--- src/rtl/irdps_pkg.sv ---
// Package for the IR distance PID servo controller.
// It holds widths, constants, reset values, register indexes and the sequencer state type.
// It has no dependencies.
package irdps_pkg;

    localparam int SamplesPerUpdate = 50;
    localparam int AdcW      = 10;
    localparam int SumW      = 16;
    localparam int CntW      = 7;
    localparam int DistW     = 15;
    localparam int ErrW      = 17;
    localparam int AccW      = 48;
    localparam int GainW     = 32;
    localparam int PeriodW   = 10;
    localparam int AngleW    = 8;
    localparam int CfgIdxW   = 3;
    localparam int CfgDataW  = 32;
    // Wide enough for the full PID sum and every product in it.
    localparam int TotW      = 64;

    localparam logic [DistW-1:0] DistMinQ  = 15'd2560;
    localparam logic [DistW-1:0] DistMaxQ  = 15'd20480;
    localparam logic [DistW-1:0] DistLowQ  = 15'd2304;
    localparam logic [DistW-1:0] DistHighQ = 15'd20736;
    localparam logic [20:0]      LinNumer  = 21'd1398016;
    localparam logic [SumW-1:0]  AvgOffset = 16'd17;

    localparam logic [GainW-1:0]   KpReset     = 32'd98304;
    localparam logic [GainW-1:0]   KiReset     = 32'd13107;
    localparam logic [GainW-1:0]   KdReset     = 32'd203161600;
    localparam logic [DistW-1:0]   SetptReset  = 15'd5120;
    localparam logic [PeriodW-1:0] PeriodReset = 10'd50;
    localparam logic [DistW-1:0]   BandReset   = 15'd768;

    localparam logic [CfgIdxW-1:0] RegKp     = 3'd0;
    localparam logic [CfgIdxW-1:0] RegKi     = 3'd1;
    localparam logic [CfgIdxW-1:0] RegKd     = 3'd2;
    localparam logic [CfgIdxW-1:0] RegSetpt  = 3'd3;
    localparam logic [CfgIdxW-1:0] RegPeriod = 3'd4;
    localparam logic [CfgIdxW-1:0] RegBand   = 3'd5;

    typedef enum logic [3:0] {
        ST_ACCUM,
        ST_AVG,
        ST_LIN,
        ST_ERR,
        ST_MULP,
        ST_MULI,
        ST_MULD,
        ST_DIVD,
        ST_SUM,
        ST_MAP,
        ST_OUT
    } state_t;

endpackage

--- src/rtl/irdps_serdiv.sv ---
// Bit-serial restoring divider for unsigned magnitudes, one quotient bit per cycle.
// Depends on nothing but its parameters.
module irdps_serdiv #(
    parameter int W = 64
) (
    input  logic         clk,
    input  logic         rst_n,
    input  logic         start,
    input  logic [W-1:0] dividend,
    input  logic [W-1:0] divisor,
    output logic         done,
    output logic [W-1:0] quotient
);
    localparam int CW = $clog2(W + 1);

    logic [W-1:0]  quo_reg, quo_next;
    logic [W-1:0]  rem_reg, rem_next;
    logic [W-1:0]  dsr_reg, dsr_next;
    logic [CW-1:0] cnt_reg, cnt_next;
    logic          busy_reg, busy_next;
    logic          done_reg, done_next;
    logic [W:0]    trial;

    always_comb
    begin
        quo_next  = quo_reg;
        rem_next  = rem_reg;
        dsr_next  = dsr_reg;
        cnt_next  = cnt_reg;
        busy_next = busy_reg;
        done_next = 1'b0;
        trial     = {rem_reg, quo_reg[W-1]} - {1'b0, dsr_reg};
        if (start)
        begin
            quo_next  = dividend;
            rem_next  = '0;
            dsr_next  = divisor;
            cnt_next  = CW'(W);
            busy_next = 1'b1;
        end
        else if (busy_reg)
        begin
            if (!trial[W])
            begin
                rem_next = trial[W-1:0];
                quo_next = {quo_reg[W-2:0], 1'b1};
            end
            else
            begin
                rem_next = {rem_reg[W-2:0], quo_reg[W-1]};
                quo_next = {quo_reg[W-2:0], 1'b0};
            end
            cnt_next = cnt_reg - 1'b1;
            if (cnt_reg == CW'(1))
            begin
                busy_next = 1'b0;
                done_next = 1'b1;
            end
        end
    end

    always_ff @(posedge clk or negedge rst_n)
    begin
        if (!rst_n)
        begin
            cnt_reg  <= '0;
            busy_reg <= 1'b0;
            done_reg <= 1'b0;
        end
        else
        begin
            cnt_reg  <= cnt_next;
            busy_reg <= busy_next;
            done_reg <= done_next;
        end
    end

    always_ff @(posedge clk)
    begin
        quo_reg <= quo_next;
        rem_reg <= rem_next;
        dsr_reg <= dsr_next;
    end

    assign done     = done_reg;
    assign quotient = quo_reg;
endmodule

--- src/rtl/irdps_sermul.sv ---
// Shift-add multiplier: one bit of the unsigned 32-bit multiplier per cycle.
// Signed multiplicand; produces a signed 64-bit product. Depends on nothing.
module irdps_sermul (
    input  logic               clk,
    input  logic               rst_n,
    input  logic               start,
    input  logic [31:0]        gain,
    input  logic signed [31:0] value,
    output logic               done,
    output logic signed [63:0] product
);
    logic [31:0]        mlt_reg, mlt_next;
    logic signed [63:0] mcd_reg, mcd_next;
    logic signed [63:0] acc_reg, acc_next;
    logic [5:0]         cnt_reg, cnt_next;
    logic               busy_reg, busy_next;
    logic               done_reg, done_next;

    always_comb
    begin
        mlt_next  = mlt_reg;
        mcd_next  = mcd_reg;
        acc_next  = acc_reg;
        cnt_next  = cnt_reg;
        busy_next = busy_reg;
        done_next = 1'b0;
        if (start)
        begin
            mlt_next  = gain;
            mcd_next  = 64'(value);
            acc_next  = '0;
            cnt_next  = 6'd32;
            busy_next = 1'b1;
        end
        else if (busy_reg)
        begin
            if (mlt_reg[0])
            begin
                acc_next = acc_reg + mcd_reg;
            end
            mlt_next = {1'b0, mlt_reg[31:1]};
            mcd_next = mcd_reg <<< 1;
            cnt_next = cnt_reg - 1'b1;
            if (cnt_reg == 6'd1)
            begin
                busy_next = 1'b0;
                done_next = 1'b1;
            end
        end
    end

    always_ff @(posedge clk or negedge rst_n)
    begin
        if (!rst_n)
        begin
            cnt_reg  <= '0;
            busy_reg <= 1'b0;
            done_reg <= 1'b0;
        end
        else
        begin
            cnt_reg  <= cnt_next;
            busy_reg <= busy_next;
            done_reg <= done_next;
        end
    end

    always_ff @(posedge clk)
    begin
        mlt_reg <= mlt_next;
        mcd_reg <= mcd_next;
        acc_reg <= acc_next;
    end

    assign done    = done_reg;
    assign product = acc_reg;
endmodule

--- src/rtl/ir_distance_pid_servo_controller_top.sv ---
// IR distance PID servo controller, top level.
//
// Usage: raw 10-bit ADC samples enter on the s_axis channel, one per transfer.
// Configuration writes enter on the cfg channel (index 0..5: kp, ki, kd,
// setpoint, update period, integral band); writes to other indexes are ignored.
// Every SAMPLES_PER_UPDATE samples one result leaves on m_axis carrying the
// servo angle and the clamped measured distance.
// A sample that does not close a group is only added to the running sum.
// A closing sample starts a sequence run on one serial divider (used for the
// average, the linearization unless the average is at or below the offset,
// the derivative and the Q.24 shift) and one serial multiplier (used for the
// P, D and, inside the integral band, I products). No sample is taken during it.
// Stall: the result waits in the output register; while it is held the next
// group of samples is still accepted, and the result of that group waits at
// the mapping step until the held transfer completes.
// Reset clears the sums, the PID state and restores default gains.
module ir_distance_pid_servo_controller_top #(
    parameter int SAMPLES_PER_UPDATE = irdps_pkg::SamplesPerUpdate
) (
    input  logic        clk,
    input  logic        rst_n,
    input  logic        s_axis_tvalid,
    output logic        s_axis_tready,
    input  logic [15:0] s_axis_tdata,   // [9:0] adc_sample
    output logic        m_axis_tvalid,
    input  logic        m_axis_tready,
    output logic [23:0] m_axis_tdata,   // [7:0] servo_angle, [22:8] measured_distance
    input  logic        cfg_valid,
    output logic        cfg_ready,
    input  logic [2:0]  cfg_index,
    input  logic [31:0] cfg_data
);
    localparam int W = irdps_pkg::TotW;

    irdps_pkg::state_t state_reg, state_next;

    logic [31:0] kp_reg, ki_reg, kd_reg;
    logic [14:0] setpt_reg, band_reg;
    logic [9:0]  period_reg;

    logic [15:0] sum_reg;
    logic [6:0]  cnt_reg;
    logic signed [16:0] perr_reg, err_reg;
    logic signed [47:0] iacc_reg;
    logic signed [63:0] p_reg, dprod_reg, d_reg;
    logic [14:0] dist_reg;
    logic [15:0] avg_reg;
    logic [1:0]  sub_reg;       // phase within a state: set once the state's unit has been started
    logic        ovalid_reg;
    logic [7:0]  angle_reg;
    logic [14:0] odist_reg;

    logic div_start, div_done, mul_start, mul_done;
    logic [W-1:0] div_a, div_b, div_q;
    logic [31:0] mul_g;
    logic signed [31:0] mul_v;
    logic signed [63:0] mul_p;

    logic in_acc, last_sample, out_free;
    logic [15:0] sum_add;

    assign cfg_ready     = 1'b1;
    assign in_acc        = s_axis_tvalid && s_axis_tready;
    assign sum_add       = sum_reg + {6'd0, s_axis_tdata[9:0]};
    assign last_sample   = (cnt_reg + 7'd1) >= 7'(SAMPLES_PER_UPDATE);
    assign out_free      = !ovalid_reg || m_axis_tready;
    assign s_axis_tready = (state_reg == irdps_pkg::ST_ACCUM);
    assign m_axis_tvalid = ovalid_reg;
    assign m_axis_tdata  = {1'b0, odist_reg, angle_reg};

    irdps_serdiv #(.W(W)) u_div (
        .clk(clk), .rst_n(rst_n), .start(div_start), .dividend(div_a),
        .divisor(div_b), .done(div_done), .quotient(div_q)
    );

    irdps_sermul u_mul (
        .clk(clk), .rst_n(rst_n), .start(mul_start), .gain(mul_g),
        .value(mul_v), .done(mul_done), .product(mul_p)
    );

    // Working values for the arithmetic steps.
    logic signed [17:0] emag;
    logic signed [63:0] iprod_ext, inew, total;
    logic [63:0] dmag, tmag;
    logic signed [63:0] tval;
    logic signed [63:0] ang;
    logic [20:0] lin_q;
    logic signed [21:0] lin_d;

    always_comb
    begin
        emag      = err_reg[16] ? -18'(err_reg) : 18'(err_reg);
        iprod_ext = 64'(iacc_reg) + mul_p;
        inew      = iprod_ext;
        if (iprod_ext > 64'sh7FFF_FFFF_FFFF)
        begin
            inew = 64'sh7FFF_FFFF_FFFF;
        end
        if (iprod_ext < -64'sh8000_0000_0000)
        begin
            inew = -64'sh8000_0000_0000;
        end
        dmag  = dprod_reg[63] ? 64'(-dprod_reg) : 64'(dprod_reg);
        total = p_reg + 64'(iacc_reg) + d_reg;
        tmag  = total[63] ? 64'(-total) : 64'(total);
        tval  = total[63] ? -$signed(div_q) : $signed(div_q);
        // The mapping (t+150)*150/300 is half of t+150, truncated toward zero.
        ang   = tval + 64'sd150;
        lin_q = div_q[20:0];
        lin_d = $signed({1'b0, lin_q}) - 22'sd512;
    end

    // Next state.
    always_comb
    begin
        state_next = state_reg;
        case (state_reg)
            irdps_pkg::ST_ACCUM: if (in_acc && last_sample) state_next = irdps_pkg::ST_AVG;
            irdps_pkg::ST_AVG:   if (div_done) state_next = irdps_pkg::ST_LIN;
            irdps_pkg::ST_LIN:
                if (sub_reg == 2'd0 && avg_reg <= irdps_pkg::AvgOffset)
                    state_next = irdps_pkg::ST_ERR;
                else if (div_done) state_next = irdps_pkg::ST_ERR;
            irdps_pkg::ST_ERR:   state_next = irdps_pkg::ST_MULP;
            irdps_pkg::ST_MULP:  if (mul_done) state_next = irdps_pkg::ST_MULI;
            irdps_pkg::ST_MULI:  if (mul_done || (sub_reg == 2'd0 &&
                                     !(emag < 18'(band_reg)))) state_next = irdps_pkg::ST_MULD;
            irdps_pkg::ST_MULD:  if (mul_done) state_next = irdps_pkg::ST_DIVD;
            irdps_pkg::ST_DIVD:  if (div_done) state_next = irdps_pkg::ST_SUM;
            irdps_pkg::ST_SUM:   if (div_done) state_next = irdps_pkg::ST_MAP;
            irdps_pkg::ST_MAP:   if (out_free) state_next = irdps_pkg::ST_OUT;
            irdps_pkg::ST_OUT:   state_next = irdps_pkg::ST_ACCUM;
            default:             state_next = irdps_pkg::ST_ACCUM;
        endcase
    end

    // Unit start strobes and operands.
    always_comb
    begin
        div_start = 1'b0;
        mul_start = 1'b0;
        div_a = '0;
        div_b = 64'd1;
        mul_g = kp_reg;
        mul_v = 32'(err_reg);
        case (state_reg)
            irdps_pkg::ST_AVG:
            begin
                div_start = (sub_reg == 2'd0);
                div_a = 64'(sum_reg);
                div_b = 64'(SAMPLES_PER_UPDATE);
            end
            irdps_pkg::ST_LIN:
            begin
                div_start = (sub_reg == 2'd0) && (avg_reg > irdps_pkg::AvgOffset);
                div_a = 64'(irdps_pkg::LinNumer);
                div_b = 64'(avg_reg - irdps_pkg::AvgOffset);
            end
            irdps_pkg::ST_MULP:
            begin
                mul_start = (sub_reg == 2'd0);
            end
            irdps_pkg::ST_MULI:
            begin
                mul_start = (sub_reg == 2'd0) && (emag < 18'(band_reg));
                mul_g = ki_reg;
            end
            irdps_pkg::ST_MULD:
            begin
                mul_start = (sub_reg == 2'd0);
                mul_g = kd_reg;
                mul_v = 32'(err_reg) - 32'(perr_reg);
            end
            irdps_pkg::ST_DIVD:
            begin
                div_start = (sub_reg == 2'd0);
                div_a = dmag;
                div_b = (period_reg == '0) ? 64'd1 : 64'(period_reg);
            end
            irdps_pkg::ST_SUM:
            begin
                div_start = (sub_reg == 2'd0);
                div_a = tmag;
                div_b = 64'd16777216;
            end
            default:
            begin
                div_start = 1'b0;
            end
        endcase
    end

    always_ff @(posedge clk or negedge rst_n)
    begin
        if (!rst_n)
        begin
            state_reg  <= irdps_pkg::ST_ACCUM;
            kp_reg     <= irdps_pkg::KpReset;
            ki_reg     <= irdps_pkg::KiReset;
            kd_reg     <= irdps_pkg::KdReset;
            setpt_reg  <= irdps_pkg::SetptReset;
            period_reg <= irdps_pkg::PeriodReset;
            band_reg   <= irdps_pkg::BandReset;
            sum_reg    <= '0;
            cnt_reg    <= '0;
            perr_reg   <= '0;
            iacc_reg   <= '0;
            sub_reg    <= '0;
            ovalid_reg <= 1'b0;
        end
        else
        begin
            state_reg <= state_next;
            if (state_next != state_reg)
            begin
                sub_reg <= '0;
            end
            else if (div_start || mul_start)
            begin
                sub_reg <= 2'd1;
            end
            if (cfg_valid)
            begin
                case (cfg_index)
                    irdps_pkg::RegKp:     kp_reg     <= cfg_data;
                    irdps_pkg::RegKi:     ki_reg     <= cfg_data;
                    irdps_pkg::RegKd:     kd_reg     <= cfg_data;
                    irdps_pkg::RegSetpt:  setpt_reg  <= cfg_data[14:0];
                    irdps_pkg::RegPeriod: period_reg <= cfg_data[9:0];
                    irdps_pkg::RegBand:   band_reg   <= cfg_data[14:0];
                    default:              kp_reg     <= kp_reg;
                endcase
            end
            if (in_acc)
            begin
                sum_reg <= sum_add;
                if (last_sample)
                begin
                    cnt_reg <= '0;
                end
                else
                begin
                    cnt_reg <= cnt_reg + 7'd1;
                end
            end
            if (state_reg == irdps_pkg::ST_AVG && div_done)
            begin
                sum_reg <= '0;
            end
            if (state_reg == irdps_pkg::ST_MULI)
            begin
                if (sub_reg == 2'd0 && !(emag < 18'(band_reg)))
                begin
                    iacc_reg <= '0;
                end
                else if (mul_done)
                begin
                    iacc_reg <= inew[47:0];
                end
            end
            if (state_reg == irdps_pkg::ST_MAP)
            begin
                perr_reg <= err_reg;
            end
            if (state_reg == irdps_pkg::ST_MAP && out_free)
            begin
                ovalid_reg <= 1'b1;
            end
            else if (m_axis_tready)
            begin
                ovalid_reg <= 1'b0;
            end
        end
    end

    // Datapath registers.
    always_ff @(posedge clk)
    begin
        if (state_reg == irdps_pkg::ST_AVG && div_done)
        begin
            avg_reg <= div_q[15:0];
        end
        if (state_reg == irdps_pkg::ST_LIN)
        begin
            if (sub_reg == 2'd0 && avg_reg < irdps_pkg::AvgOffset)
                dist_reg <= irdps_pkg::DistLowQ;
            else if (sub_reg == 2'd0 && avg_reg == irdps_pkg::AvgOffset)
                dist_reg <= irdps_pkg::DistHighQ;
            else if (div_done)
            begin
                if (lin_d > $signed({7'b0, irdps_pkg::DistMaxQ}))
                    dist_reg <= irdps_pkg::DistHighQ;
                else if (lin_d < $signed({7'b0, irdps_pkg::DistMinQ}))
                    dist_reg <= irdps_pkg::DistLowQ;
                else
                    dist_reg <= lin_d[14:0];
            end
        end
        if (state_reg == irdps_pkg::ST_ERR)
        begin
            err_reg <= $signed({2'b0, setpt_reg}) - $signed({2'b0, dist_reg});
        end
        if (state_reg == irdps_pkg::ST_MULP && mul_done)
        begin
            p_reg <= mul_p;
        end
        if (state_reg == irdps_pkg::ST_MULD && mul_done)
        begin
            dprod_reg <= mul_p;
        end
        if (state_reg == irdps_pkg::ST_DIVD && div_done)
        begin
            d_reg <= dprod_reg[63] ? -$signed(div_q) : $signed(div_q);
        end
        if (state_reg == irdps_pkg::ST_MAP && out_free)
        begin
            if (ang < 64'sd40)
                angle_reg <= 8'd20;
            else if (ang >= 64'sd322)
                angle_reg <= 8'd160;
            else
                angle_reg <= ang[8:1];
            odist_reg <= dist_reg;
        end
    end
endmodule
--- config.mk ---
export PLATFORM = sky130hd
export DESIGN_NAME = ir_distance_pid_servo_controller_top
export DESIGN_NICKNAME = d
export VERILOG_FILES = /design/src/rtl/irdps_pkg.sv /design/src/rtl/irdps_serdiv.sv /design/src/rtl/irdps_sermul.sv /design/src/rtl/ir_distance_pid_servo_controller_top.sv
export SDC_FILE = /design/constraint.sdc
export NUM_CORES = 2
export LEC_CHECK = 0
export ABC_AREA = 1
export BUFFER_PORTS_ARGS = -buffer_cell sky130_fd_sc_hd__buf_4
export CORE_MARGIN = 4
export CORE_UTILIZATION = 50
export DETAILED_ROUTE_END_ITERATION = 10
export PLACE_DENSITY = 0.74
export SETUP_SLACK_MARGIN = 0.5
export SLEW_MARGIN = 20
export SYNTH_ARGS = -nofsm -noshare
export SYNTH_HDL_FRONTEND = slang
export SYNTH_SLANG_ARGS = --single-unit
--- constraint.sdc ---
create_clock -name clk -period 5.19 [get_ports clk]
set_input_delay 0.519 -clock clk [delete_from_list [all_inputs] [get_ports clk]]
set_output_delay 0.519 -clock clk [all_outputs]
set_load 0.05 [all_outputs]
==> impl_metrics.json <==
{
  "outcome": "finished, final reports clean",
  "worst_pin_slew_ps": 1083,
  "ys_seq_area_frac": 0.3548,
  "crit_buf_inv": 5,
  "cts_num_sinks": 814,
  "grt_first_pass_wirelength_mm": 309.8,
  "worstSkewPairLatency_ps": 720,
  "drt-wirelength-per-cell_um": 19.15,
  "rsz0062_at_grt": "yes",
  "hold_class": "in -> reg",
  "synthTopCellsByArea": "edfxtp_1 21%, nand2_1 14%, dfrtp_1 9.1%",
  "totalPowerFinal_mw": 37.88,
  "routed_via_density": 5.645,
  "relSlewSlack": 0.2686,
  "layout_common_cells": "2,305 x nand2_1, 1,031 x inv_1, 910 x nor2_1, 623 x o21ai_0, 550 x a21oi_1",
  "layout.cells.non_filler": 10680,
  "cts_tree": "yes",
  "place_ws_ps": -63.16,
  "fmax_mhz": 196.9,
  "final_common_cell": "nand2_1",
  "crit_family": "simple AND/OR/NAND/NOR gates",
  "fin_tns_setup_ps": 0,
  "post-place-cells": 10460,
  "die_width_um": 359.8,
  "antenna_found_initial": 5,
  "ctsHtreeMaxLevel": 3,
  "finalCritPeriodShare": 0.9785,
  "drcViolationCount": 0,
  "finalMaxSlewViolations": 0,
  "grt_max_degree": 113,
  "ys.flop_type": "edfxtp_1",
  "portBuffers": 74,
  "core_region_area_mm2": 0.1224,
  "row_count": 128,
  "ir_worst_vdd_v": 0.0004869,
  "fin_util": 0.5845,
  "cp.required_ps": 5630,
  "gp_congestion": 1.011,
  "grt_pass1_vias": 56360,
  "syn_area_mm2": 0.06189,
  "cts-buffers-inserted": 93,
  "syn-num-nets": 9080,
  "synth-edff-count": 440,
  "hold_depth": 3,
  "hold_ws_ps": 79.20,
  "r2r_cells": 32,
  "worstPathMaxFanout": 5,
  "drive_gt1_frac": 0.1243,
  "areaGrowthSynthToFinish_pct": 15.55,
  "critical_path_class": "reg -> reg",
  "place_area_mm2": 0.06639,
  "track_usage": 0.3004,
  "nNetsFinal": 9417,
  "synth.top_cell.area_share": 0.2135,
  "hold_violations": 0,
  "synthCells": 8633,
  "start_kind": "flip-flop",
  "antenna_left": 0,
  "final_cell_area_mm2": 0.07151,
  "synth_seq_cells": 814,
  "clkTransAtPathRegs_ps": 60,
  "dr.pass1.iters": 8,
  "final.setup_skew_ps": 43.21,
  "layout_min_cycle_time_ps": 5079,
  "path_depth": 32,
  "initial_utilization": 0.5058,
  "hpwlAfterDp_mm": 159.9,
  "slowest_stage": "edfxtp_1",
  "cpPeakStageDelay_ps": 510,
  "clockBufferDepth": 3,
  "finalSetupViolations": 0,
  "root_buffer": "clkbuf_16",
  "cp.arrival_ps": 5520,
  "yosysUniqueCellTypes": 73,
  "crit_top_cell": "nand2_2",
  "powerDensity_mw_per_mm2": 529.7,
  "grt_overflow": 0,
  "die_area_mm2": 0.1295,
  "die_h_um": 359.8,
  "ys_warn_count": 0,
  "leakage_nw": 32.31,
  "postLayoutSetupSlackWorst_ps": 111.4,
  "drtIter0Drc": 6238,
  "num_vias": 60260,
  "yosysTopAreaCell": "edfxtp_1",
  "cp-end-kind": "flip-flop",
  "io_pins": 83,
  "routed_wl_mm": 204.4,
  "synth_area_per_cell_um2": 7.169,
  "postSynth.asyncResetShare": 0.3022,
  "cap_violations": 0
}
## metal layers
layer  part of all wire  global-route usage
met1               0.43              0.4084
met4              0.045              0.1148
met2               0.46              0.4932
met3              0.068             0.03541
met5                  0                   0
## what timing repair did
| action | CTS | global route |
|---|---|---|
| endpoints found under the setup margin | 173 | 379 |
| pin swaps | 22 | 86 |
| endpoints found under the hold margin | 77 | 0 |
| gates cloned | 2 | 2 |
| buffers inserted | 10 | 30 |
| hold buffers | 1 | 0 |
| resized for setup | 83 | 310 |
## cells in the mapped netlist, types with 15 or more instances
library cell and instances:
nand4_1 95, nand2_4 15, nor2_1 1006, or2_2 21, edfxtp_1 440, dfrtp_1 224
inv_2 16, clkbuf_1 170, ha_1 321, o21ai_1 19, a31oi_1 121, nor3_1 108
dfstp_2 22, o22ai_1 26, nand3_1 301, nor2_2 31, a41oi_1 33, nor4_1 42
o31ai_1 23, nand2_2 57, o21bai_1 29, a21boi_0 17, a21o_1 29, o21ai_0 646
o21a_1 28, xnor2_1 132, a211oi_1 16, xor2_1 199, dfxtp_1 128, a21oi_1 574
o211ai_1 77, nand3b_1 25, fa_1 70, inv_1 1041, nand2_1 2369
## worst min-delay path: stages
cell     delay (ps)
buf_4           110
inv_1            70
o21ai_0          80
## power by group
part           switching [mW]  leakage [nW]  internal (mW)
clock                    2.85          1.50           3.82
combinational            13.2          22.3           7.15
sequential               1.65          8.46           9.25
total                    17.7          32.3           20.2
## worst paths after layout
path,startpoint,end,slack (ps)
setup / recovery,d_reg[5],angle_reg[5],110
min in group asynchronous,rst_n,iacc_reg[47],350
hold / removal,cfg_data[26],kd_reg[26],80
hold reg to reg,u_div.rem_reg[33],u_div.rem_reg[33],470
setup reg to reg,d_reg[5],angle_reg[5],110
max in group asynchronous,rst_n,iacc_reg[16],3560
## cell families after synthesis
| family | Yosys count | synth area share |
|---|---|---|
| flops | 814 | 0.3548 |
| xor+xnor | 332 | 0.04710 |
| simple gates | 4123 | 0.2761 |
| fa+ha+maj | 391 | 0.08753 |
| other cells | 2 | 0.0001213 |
| buf+inv | 1279 | 0.08001 |
| compound gates | 1692 | 0.1543 |
## area by class of cell
type	instances	area (µm²)
Antenna cell	1	2.502
Clock buffer	124	2566
Clock inverter	51	538.0
Fill cell	11370	50840
Inverter	1063	3994
Multi-Input combinational cell	6541	36650
Sequential cell	814	21970
Tap cell	1625	2033
Timing Repair Buffer	457	3765
(Power assumes the default switching activity.)
